## config.mk

```make
export PLATFORM = sky130hd
export DESIGN_NAME = gsr_ctrl
export DESIGN_NICKNAME = d
export VERILOG_FILES = /design/src/hdl/gsr_pkg.sv /design/src/hdl/gsr_ctrl.sv
export SDC_FILE = /design/constraint.sdc
export NUM_CORES = 1
export LEC_CHECK = 0
export BUFFER_PORTS_ARGS = -buffer_cell sky130_fd_sc_hd__buf_2
export CORE_ASPECT_RATIO = 2
export CORE_MARGIN = 5
export CORE_UTILIZATION = 35
export CTS_CLUSTER_DIAMETER = 50
export DETAILED_ROUTE_END_ITERATION = 8
export PLACE_DENSITY_LB_ADDON = 0.1
export SKIP_CTS_REPAIR_TIMING = 1
export SKIP_LAST_GASP = 1
export SLEW_MARGIN = 20
export SYNTH_ARGS = -nofsm -noshare
export SYNTH_HDL_FRONTEND = slang
export SYNTH_SLANG_ARGS = --single-unit
```

## constraint.sdc

```tcl
create_clock -name clk -period 6.82 [get_ports clk]
set_input_delay 1.023 -clock clk [delete_from_list [all_inputs] [get_ports clk]]
set_output_delay 1.023 -clock clk [all_outputs]
set_load 0.01 [all_outputs]
```

## src/hdl/gsr_pkg.sv

```systemverilog
// Shared types and constants for the grid spring relaxation block.
`default_nettype none

package gsr_pkg;

    localparam int IO_COORD_W = 24;
    localparam int IDX_W      = 10;
    localparam int CFG_IDX_W  = 3;
    localparam int CFG_DATA_W = 16;

    typedef enum logic [1:0] {
        CMD_WRITE = 2'd0,
        CMD_BUILD = 2'd1,
        CMD_RELAX = 2'd2,
        CMD_READ  = 2'd3
    } cmd_code_t;

    localparam logic [CFG_IDX_W-1:0] CFG_COLS   = 3'd0;
    localparam logic [CFG_IDX_W-1:0] CFG_ROWS   = 3'd1;
    localparam logic [CFG_IDX_W-1:0] CFG_STIFF  = 3'd2;
    localparam logic [CFG_IDX_W-1:0] CFG_PASSES = 3'd3;
    localparam logic [CFG_IDX_W-1:0] CFG_FIXED  = 3'd4;

    typedef enum logic [3:0] {
        OP_NONE,
        OP_PT_WRITE,
        OP_PT_READ,
        OP_OUT_LOAD,
        OP_RD_A,
        OP_RD_B,
        OP_SQ_X,
        OP_SQ_Y,
        OP_SUM,
        OP_SQRT_STEP,
        OP_REST_WR,
        OP_MUL,
        OP_DIV_STEP,
        OP_SCALE,
        OP_WR_A,
        OP_WR_B
    } dp_op_t;

    typedef struct packed {
        dp_op_t op;
        logic   axis;
        logic   move_a;
        logic   move_b;
        logic   in_range;
    } dp_cmd_t;

    typedef struct packed {
        logic dist_zero;
        logic out_busy;
    } dp_stat_t;

endpackage

`default_nettype wire

```

## src/hdl/gsr_ctrl.sv

```systemverilog
// Controller: configuration registers, command decode and the spring walk sequencer.
`default_nettype none

module gsr_ctrl #(
    parameter int MAX_COLS   = 32,
    parameter int MAX_ROWS   = 32,
    parameter int COORD_BITS = 24
) (
    input  wire logic                             clk,
    input  wire logic                             rst_n,
    input  wire logic                             in_valid,
    output logic                                  in_ready,
    input  wire logic [1:0]                       cmd,
    input  wire logic [gsr_pkg::IDX_W-1:0]        point_index,
    input  wire logic                             cfg_valid,
    output logic                                  cfg_ready,
    input  wire logic [gsr_pkg::CFG_IDX_W-1:0]    cfg_index,
    input  wire logic [gsr_pkg::CFG_DATA_W-1:0]   cfg_data,
    input  wire logic                             out_ready,
    input  wire gsr_pkg::dp_stat_t                stat,
    output gsr_pkg::dp_cmd_t                      dp_cmd,
    output logic [15:0]                           stiffness,
    output logic [$clog2(MAX_COLS*MAX_ROWS)-1:0]  addr_a,
    output logic [$clog2(MAX_COLS*MAX_ROWS)-1:0]  addr_b,
    output logic [$clog2(2*MAX_COLS*MAX_ROWS)-1:0] spring_idx
);
    import gsr_pkg::*;

    localparam int CW    = $clog2(MAX_COLS + 1);
    localparam int RW    = $clog2(MAX_ROWS + 1);
    localparam int AW    = $clog2(MAX_COLS * MAX_ROWS);
    localparam int KW    = $clog2(2 * MAX_COLS * MAX_ROWS);
    localparam int RB    = COORD_BITS + 1;
    localparam int PB    = 2 * RB;
    localparam int CNT_W = $clog2(PB + 1);

    typedef enum logic [4:0] {
        S_IDLE, S_READ, S_INIT, S_SEL, S_ADV, S_RD_A, S_RD_B, S_SQ_X, S_SQ_Y,
        S_SUM, S_SQRT, S_CHK, S_MUL_X, S_DIV_X, S_SC_X, S_MUL_Y, S_DIV_Y,
        S_SC_Y, S_WR_A, S_WR_B, S_NEXT
    } state_t;

    state_t           state_reg;
    logic [5:0]       cols_cfg_reg;
    logic [5:0]       rows_cfg_reg;
    logic [15:0]      stiff_reg;
    logic [7:0]       pass_cfg_reg;
    logic             fixed_reg;
    logic             springs_valid_reg;
    logic             build_reg;
    logic             rd_range_reg;
    logic [CW-1:0]    bcols_reg;
    logic [RW-1:0]    brows_reg;
    logic [CW-1:0]    x_reg;
    logic [RW-1:0]    y_reg;
    logic [AW-1:0]    p_reg;
    logic [KW-1:0]    k_reg;
    logic             j_reg;
    logic [7:0]       passes_reg;
    logic [CNT_W-1:0] cnt_reg;

    logic [CW-1:0]       cols_use;
    logic [RW-1:0]       rows_use;
    logic [CW+RW-1:0]    count;
    logic                in_range;
    logic                in_fire;
    logic                spring_exists;
    logic [CW-1:0]       bx;
    logic [RW-1:0]       by;
    logic                edge_a;
    logic                edge_b;

    always_comb
    begin
        if (cols_cfg_reg < 6'd2)
            cols_use = CW'(2);
        else if (32'(cols_cfg_reg) > 32'(MAX_COLS))
            cols_use = CW'(MAX_COLS);
        else
            cols_use = CW'(cols_cfg_reg);
        if (rows_cfg_reg < 6'd2)
            rows_use = RW'(2);
        else if (32'(rows_cfg_reg) > 32'(MAX_ROWS))
            rows_use = RW'(MAX_ROWS);
        else
            rows_use = RW'(rows_cfg_reg);
    end

    assign count     = {{RW{1'b0}}, cols_use} * {{CW{1'b0}}, rows_use};
    assign in_range  = 32'(point_index) < 32'(count);
    assign in_ready  = (state_reg == S_IDLE) && (!stat.out_busy || out_ready);
    assign in_fire   = in_valid && in_ready;
    assign cfg_ready = 1'b1;
    assign stiffness = stiff_reg;

    assign spring_exists = j_reg ? ((RW'(y_reg) + RW'(1)) < brows_reg)
                                 : ((x_reg + CW'(1)) < bcols_reg);
    assign bx = j_reg ? x_reg : x_reg + CW'(1);
    assign by = j_reg ? y_reg + RW'(1) : y_reg;
    assign edge_a = (y_reg == '0) || (y_reg == brows_reg - RW'(1)) ||
                    (x_reg == '0) || (x_reg == bcols_reg - CW'(1));
    assign edge_b = (by == '0) || (by == brows_reg - RW'(1)) ||
                    (bx == '0) || (bx == bcols_reg - CW'(1));

    assign addr_a     = p_reg;
    assign addr_b     = j_reg ? p_reg + AW'(bcols_reg) : p_reg + AW'(1);
    assign spring_idx = k_reg;

    always_comb
    begin
        dp_cmd.op       = OP_NONE;
        dp_cmd.axis     = 1'b0;
        dp_cmd.move_a   = !fixed_reg || !edge_a;
        dp_cmd.move_b   = !fixed_reg || !edge_b;
        dp_cmd.in_range = (state_reg == S_READ) ? rd_range_reg : in_range;
        unique case (state_reg)
            S_IDLE:
            begin
                if (in_fire && cmd == CMD_WRITE)
                    dp_cmd.op = OP_PT_WRITE;
                else if (in_fire && cmd == CMD_READ)
                    dp_cmd.op = OP_PT_READ;
            end
            S_READ:  dp_cmd.op = OP_OUT_LOAD;
            S_RD_A:  dp_cmd.op = OP_RD_A;
            S_RD_B:  dp_cmd.op = OP_RD_B;
            S_SQ_X:  dp_cmd.op = OP_SQ_X;
            S_SQ_Y:  dp_cmd.op = OP_SQ_Y;
            S_SUM:   dp_cmd.op = OP_SUM;
            S_SQRT:  dp_cmd.op = OP_SQRT_STEP;
            S_CHK:   dp_cmd.op = build_reg ? OP_REST_WR : OP_NONE;
            S_MUL_X: dp_cmd.op = OP_MUL;
            S_DIV_X: dp_cmd.op = OP_DIV_STEP;
            S_SC_X:  dp_cmd.op = OP_SCALE;
            S_MUL_Y:
            begin
                dp_cmd.op   = OP_MUL;
                dp_cmd.axis = 1'b1;
            end
            S_DIV_Y: dp_cmd.op = OP_DIV_STEP;
            S_SC_Y:
            begin
                dp_cmd.op   = OP_SCALE;
                dp_cmd.axis = 1'b1;
            end
            S_WR_A:  dp_cmd.op = OP_WR_A;
            S_WR_B:  dp_cmd.op = OP_WR_B;
            S_INIT, S_SEL, S_ADV, S_NEXT: dp_cmd.op = OP_NONE;
        endcase
    end

    always_ff @(posedge clk or negedge rst_n)
    begin
        if (!rst_n)
        begin
            state_reg         <= S_IDLE;
            cols_cfg_reg      <= 6'd2;
            rows_cfg_reg      <= 6'd2;
            stiff_reg         <= 16'd16384;
            pass_cfg_reg      <= 8'd10;
            fixed_reg         <= 1'b0;
            springs_valid_reg <= 1'b0;
            build_reg         <= 1'b0;
            rd_range_reg      <= 1'b0;
            bcols_reg         <= CW'(2);
            brows_reg         <= RW'(2);
            x_reg             <= '0;
            y_reg             <= '0;
            p_reg             <= '0;
            k_reg             <= '0;
            j_reg             <= 1'b0;
            passes_reg        <= '0;
            cnt_reg           <= '0;
        end
        else
        begin
            if (cfg_valid)
            begin
                unique case (cfg_index)
                    CFG_COLS:   cols_cfg_reg <= cfg_data[5:0];
                    CFG_ROWS:   rows_cfg_reg <= cfg_data[5:0];
                    CFG_STIFF:  stiff_reg    <= cfg_data;
                    CFG_PASSES: pass_cfg_reg <= cfg_data[7:0];
                    CFG_FIXED:  fixed_reg    <= cfg_data[0];
                    default:    ;
                endcase
            end

            unique case (state_reg)
                S_IDLE:
                begin
                    if (in_fire)
                    begin
                        unique case (cmd)
                            CMD_WRITE: ;
                            CMD_READ:
                            begin
                                rd_range_reg <= in_range;
                                state_reg    <= S_READ;
                            end
                            CMD_BUILD:
                            begin
                                bcols_reg         <= cols_use;
                                brows_reg         <= rows_use;
                                springs_valid_reg <= 1'b1;
                                build_reg         <= 1'b1;
                                state_reg         <= S_INIT;
                            end
                            CMD_RELAX:
                            begin
                                if (springs_valid_reg && pass_cfg_reg != 8'd0)
                                begin
                                    build_reg  <= 1'b0;
                                    passes_reg <= pass_cfg_reg;
                                    state_reg  <= S_INIT;
                                end
                            end
                        endcase
                    end
                end
                S_READ: state_reg <= S_IDLE;
                S_INIT:
                begin
                    x_reg     <= '0;
                    y_reg     <= '0;
                    p_reg     <= '0;
                    k_reg     <= '0;
                    j_reg     <= 1'b0;
                    state_reg <= S_SEL;
                end
                S_SEL: state_reg <= spring_exists ? S_RD_A : S_ADV;
                S_ADV:
                begin
                    if (!j_reg)
                    begin
                        j_reg     <= 1'b1;
                        state_reg <= S_SEL;
                    end
                    else
                    begin
                        j_reg <= 1'b0;
                        if (x_reg == bcols_reg - CW'(1))
                        begin
                            x_reg <= '0;
                            if (y_reg == brows_reg - RW'(1))
                            begin
                                // End of one pass over all springs.
                                if (build_reg || passes_reg == 8'd1)
                                    state_reg <= S_IDLE;
                                else
                                begin
                                    passes_reg <= passes_reg - 8'd1;
                                    state_reg  <= S_INIT;
                                end
                            end
                            else
                            begin
                                y_reg     <= y_reg + RW'(1);
                                p_reg     <= p_reg + AW'(1);
                                state_reg <= S_SEL;
                            end
                        end
                        else
                        begin
                            x_reg     <= x_reg + CW'(1);
                            p_reg     <= p_reg + AW'(1);
                            state_reg <= S_SEL;
                        end
                    end
                end
                S_RD_A: state_reg <= S_RD_B;
                S_RD_B: state_reg <= S_SQ_X;
                S_SQ_X: state_reg <= S_SQ_Y;
                S_SQ_Y: state_reg <= S_SUM;
                S_SUM:
                begin
                    cnt_reg   <= CNT_W'(RB);
                    state_reg <= S_SQRT;
                end
                S_SQRT:
                begin
                    cnt_reg <= cnt_reg - CNT_W'(1);
                    if (cnt_reg == CNT_W'(1))
                        state_reg <= S_CHK;
                end
                S_CHK:
                begin
                    if (build_reg || stat.dist_zero)
                        state_reg <= S_NEXT;
                    else
                        state_reg <= S_MUL_X;
                end
                S_MUL_X:
                begin
                    cnt_reg   <= CNT_W'(PB);
                    state_reg <= S_DIV_X;
                end
                S_DIV_X:
                begin
                    cnt_reg <= cnt_reg - CNT_W'(1);
                    if (cnt_reg == CNT_W'(1))
                        state_reg <= S_SC_X;
                end
                S_SC_X: state_reg <= S_MUL_Y;
                S_MUL_Y:
                begin
                    cnt_reg   <= CNT_W'(PB);
                    state_reg <= S_DIV_Y;
                end
                S_DIV_Y:
                begin
                    cnt_reg <= cnt_reg - CNT_W'(1);
                    if (cnt_reg == CNT_W'(1))
                        state_reg <= S_SC_Y;
                end
                S_SC_Y: state_reg <= S_WR_A;
                S_WR_A: state_reg <= S_WR_B;
                S_WR_B: state_reg <= S_NEXT;
                S_NEXT:
                begin
                    k_reg     <= k_reg + KW'(1);
                    state_reg <= S_ADV;
                end
            endcase
        end
    end

endmodule

`default_nettype wire

```

==> results.cfg <==
[synth]
synth-seq-cells = 105
synth_top_flop_cell = dfrtp_1
synth_top_family_by_area = simple AND/OR/NAND/NOR gates
syn_nets = 1016
synth-simple-area-share = 0.197
synth_compound_area_frac = 0.146
synthMuxAreaShare = 0.0709
synth_cell_types = 75
synthAdderAreaFrac = 0.143
synthXorXnorAreaFrac = 0.0717
postSynthAreaPerCell_sq_um = 9.03
synth-edff-count = 0
async_flop_share = 1.00
yosysMostFrequentCell = nand2_1
synth_area_sq_um = 8100
synth_top_area_frac = 0.303
synth_top_cell_by_area = dfrtp_1
yosysWarnings = 0
netlist_top_cells_area = dfrtp_1 (30%), ha_1 (9.7%), mux2_2 (5.4%)
synth_commonest_cells = nand2_1 (101), dfrtp_1 (98), nor2_1 (71)
ys_seq_area_frac = 0.326
syn_inst = 897

[clock_tree]
clkSinkCount = 105
root_buffer = clkbuf_16
clockBufferDepth = 2
cts.htree.levels = 3
clock_latency_ps = 380
clkSlewWorstSetupHoldPaths_ps = 80
cts_tree = done
cts_buffers = 9

[cells_and_area]
n_fill_cell = 2351
drive_above_1_share = 0.212
antenna_cells = 0
fin_util = 0.406
fin_cells = 1262
final_nets = 1096
syn2layout_area_growth_pct = 13.9
largest_reg_flops = 16

[critical_path]
worstPathArrival_ps = 5440
r2r_start = cols_cfg_reg[5]
r2r_end = rd_range_reg
start_kind = register
crit_path_end_kind = output pin
path_class = register to output pin
slowest_delay_ps = 560
cp_cell_sequence = nand2b_2 -> or2_2 -> fa_1 -> fa_1 -> fa_1 -> inv_1 -> ha_1 -> nor2b_1 -> o21ai_1 -> nand2b_1 -> a21o_1 -> a21oi_2 -> xor2_1 -> ha_1 -> nor3_1 -> o21ai_0 -> a21oi_1 -> o31ai_1 -> o2111ai_2 -> mux2_2 -> buf_2
crit_buf_inv = 2
cp_top_family = adder cells
reg2reg_setup_slack_ps = 1780
crit_fanout = 13
cp_common_cell = fa_1
critPathLaunch = cols_cfg_reg[5]
ff2ff_path_depth = 20
worstPathRequired_ps = 5800
slowest_stage = fa_1

[routing]
first_iter_violations = 225
viasPerCell = 5.24
drc_errors = 0
num_vias = 6610
routed_wl_um = 22600
post_drt_wl_per_cell_um = 17.9
firstDrtPassIters = 4
ant_nets = 0

[sta]
setup_viol = 0
finalCritPeriodShare = 0.948
period_needed_ps = 6460
finalHoldViolations = 0
fin_tns_setup_ps = 0
skew_ps = 13.1
maxSlewHeadroom = 0.286
rsz0062_at_grt = no
fmax_mhz = 155
layout_setup_ws_ps = 356
worst_pin_slew_ps = 1070
maxSlewViolCount = 0

[global_route]
track_usage = 0.173
grt_overflow = 0
antenna_found_initial = 0
grt_pass1_wl_um = 36600
grt_max_degree = 56
grt_pass1_vias = 6962

[die]
dieHeight_um = 225
core-area_sq_um = 22700
die-width_um = 118
rows = 78
ios = 95
start_util = 0.356
dieArea_sq_um = 26500

[place]
dpl_worst_slack_ps = 522
dpl.cell_count = 1243
gp_congestion = 0.883
dpl.hpwl_um = 17900
io_buffers = 93

[power_and_ir_drop]
irDropWorstVdd_v = 0.000150
power_density_nw_per_um2 = 337
p_leak_nw = 4.31

[worst_hold_path]
min_path_cells = 1
min_from = springs_valid_reg
hp-class = register to register
hold-path-endpoint = springs_valid_reg

[flow_run]
cap_violations = 0

[outcome]
status = finished, final reports clean
-- how the worst max path moves through the flow --
stage | slack, ps | to | cells past startpoint
6_report | 360 | dp_cmd[0] | 21
3_3_place_gp | 580 | dp_cmd[0] | 22
5_1_grt | 40 | dp_cmd[0] | 22
3_5_place_dp | 520 | dp_cmd[0] | 22
4_1_cts | 70 | dp_cmd[0] | 22
2_1_floorplan | 1110 | dp_cmd[0] | 21
-- layout make-up --
type / instances / area [sq um] / share of cell area
Multi-Input combinational cell: 698 / 5140 / 0.557
Sequential cell: 105 / 2640 / 0.286
Timing Repair Buffer: 102 / 536 / 0.0581
Tap cell: 280 / 350 / 0.0380
Inverter: 61 / 233 / 0.0252
Clock buffer: 9 / 225 / 0.0244
Clock inverter: 7 / 105 / 0.0114
-- layer usage --
layer,track usage,share of wire
met5,0,0
met4,0.0678,0.031
met3,0.0286,0.029
met2,0.354,0.59
met1,0.167,0.35
-- cells in the final DEF, fill, tap and decap left out, drive strengths merged, types with 10 or more instances in the layout --
cell type,instances
nand2,101
o21ai,72
fa,18
or2,13
and3,10
nor3,19
mux2,39
buf,102
xnor2,35
nand3,28
nor2,72
xor2,21
dfrtp,98
nor2b,21
nand4,13
nand2b,15
inv,62
a21oi,39
ha,63
-- metrics by stage --
stage / total power, W / instance area (sq um) / hold slack [ps]
after detailed placement: 0.00254 / 8840 / 458
final: 0.00311 / 9220 / 475
after global placement: 0.00254 / 8840 / 456
after global routing: 0.00338 / 9220 / 493
after CTS: 0.00315 / 9170 / 477
after floorplan: 0.00206 / 8100 / 427
-- kinds of logic after synthesis --
| kind of cell | after synthesis |
|---|---|
| fa+ha+maj | 82 |
| other cells | 1 |
| xor+xnor | 60 |
| mux | 50 |
| flops | 105 |
| simple gates | 323 |
| compound gates | 182 |
| buf+inv | 94 |
-- where the power goes --
group	total (W)	switching (W)	internal [W]	leakage, nW
logic	0.00154	0.000872	0.000670	2.82
clock network	0.000585	0.000286	0.000299	0.159
registers	0.000979	0.000213	0.000765	1.33
Note: power is estimated with default switching activity, not from simulation.
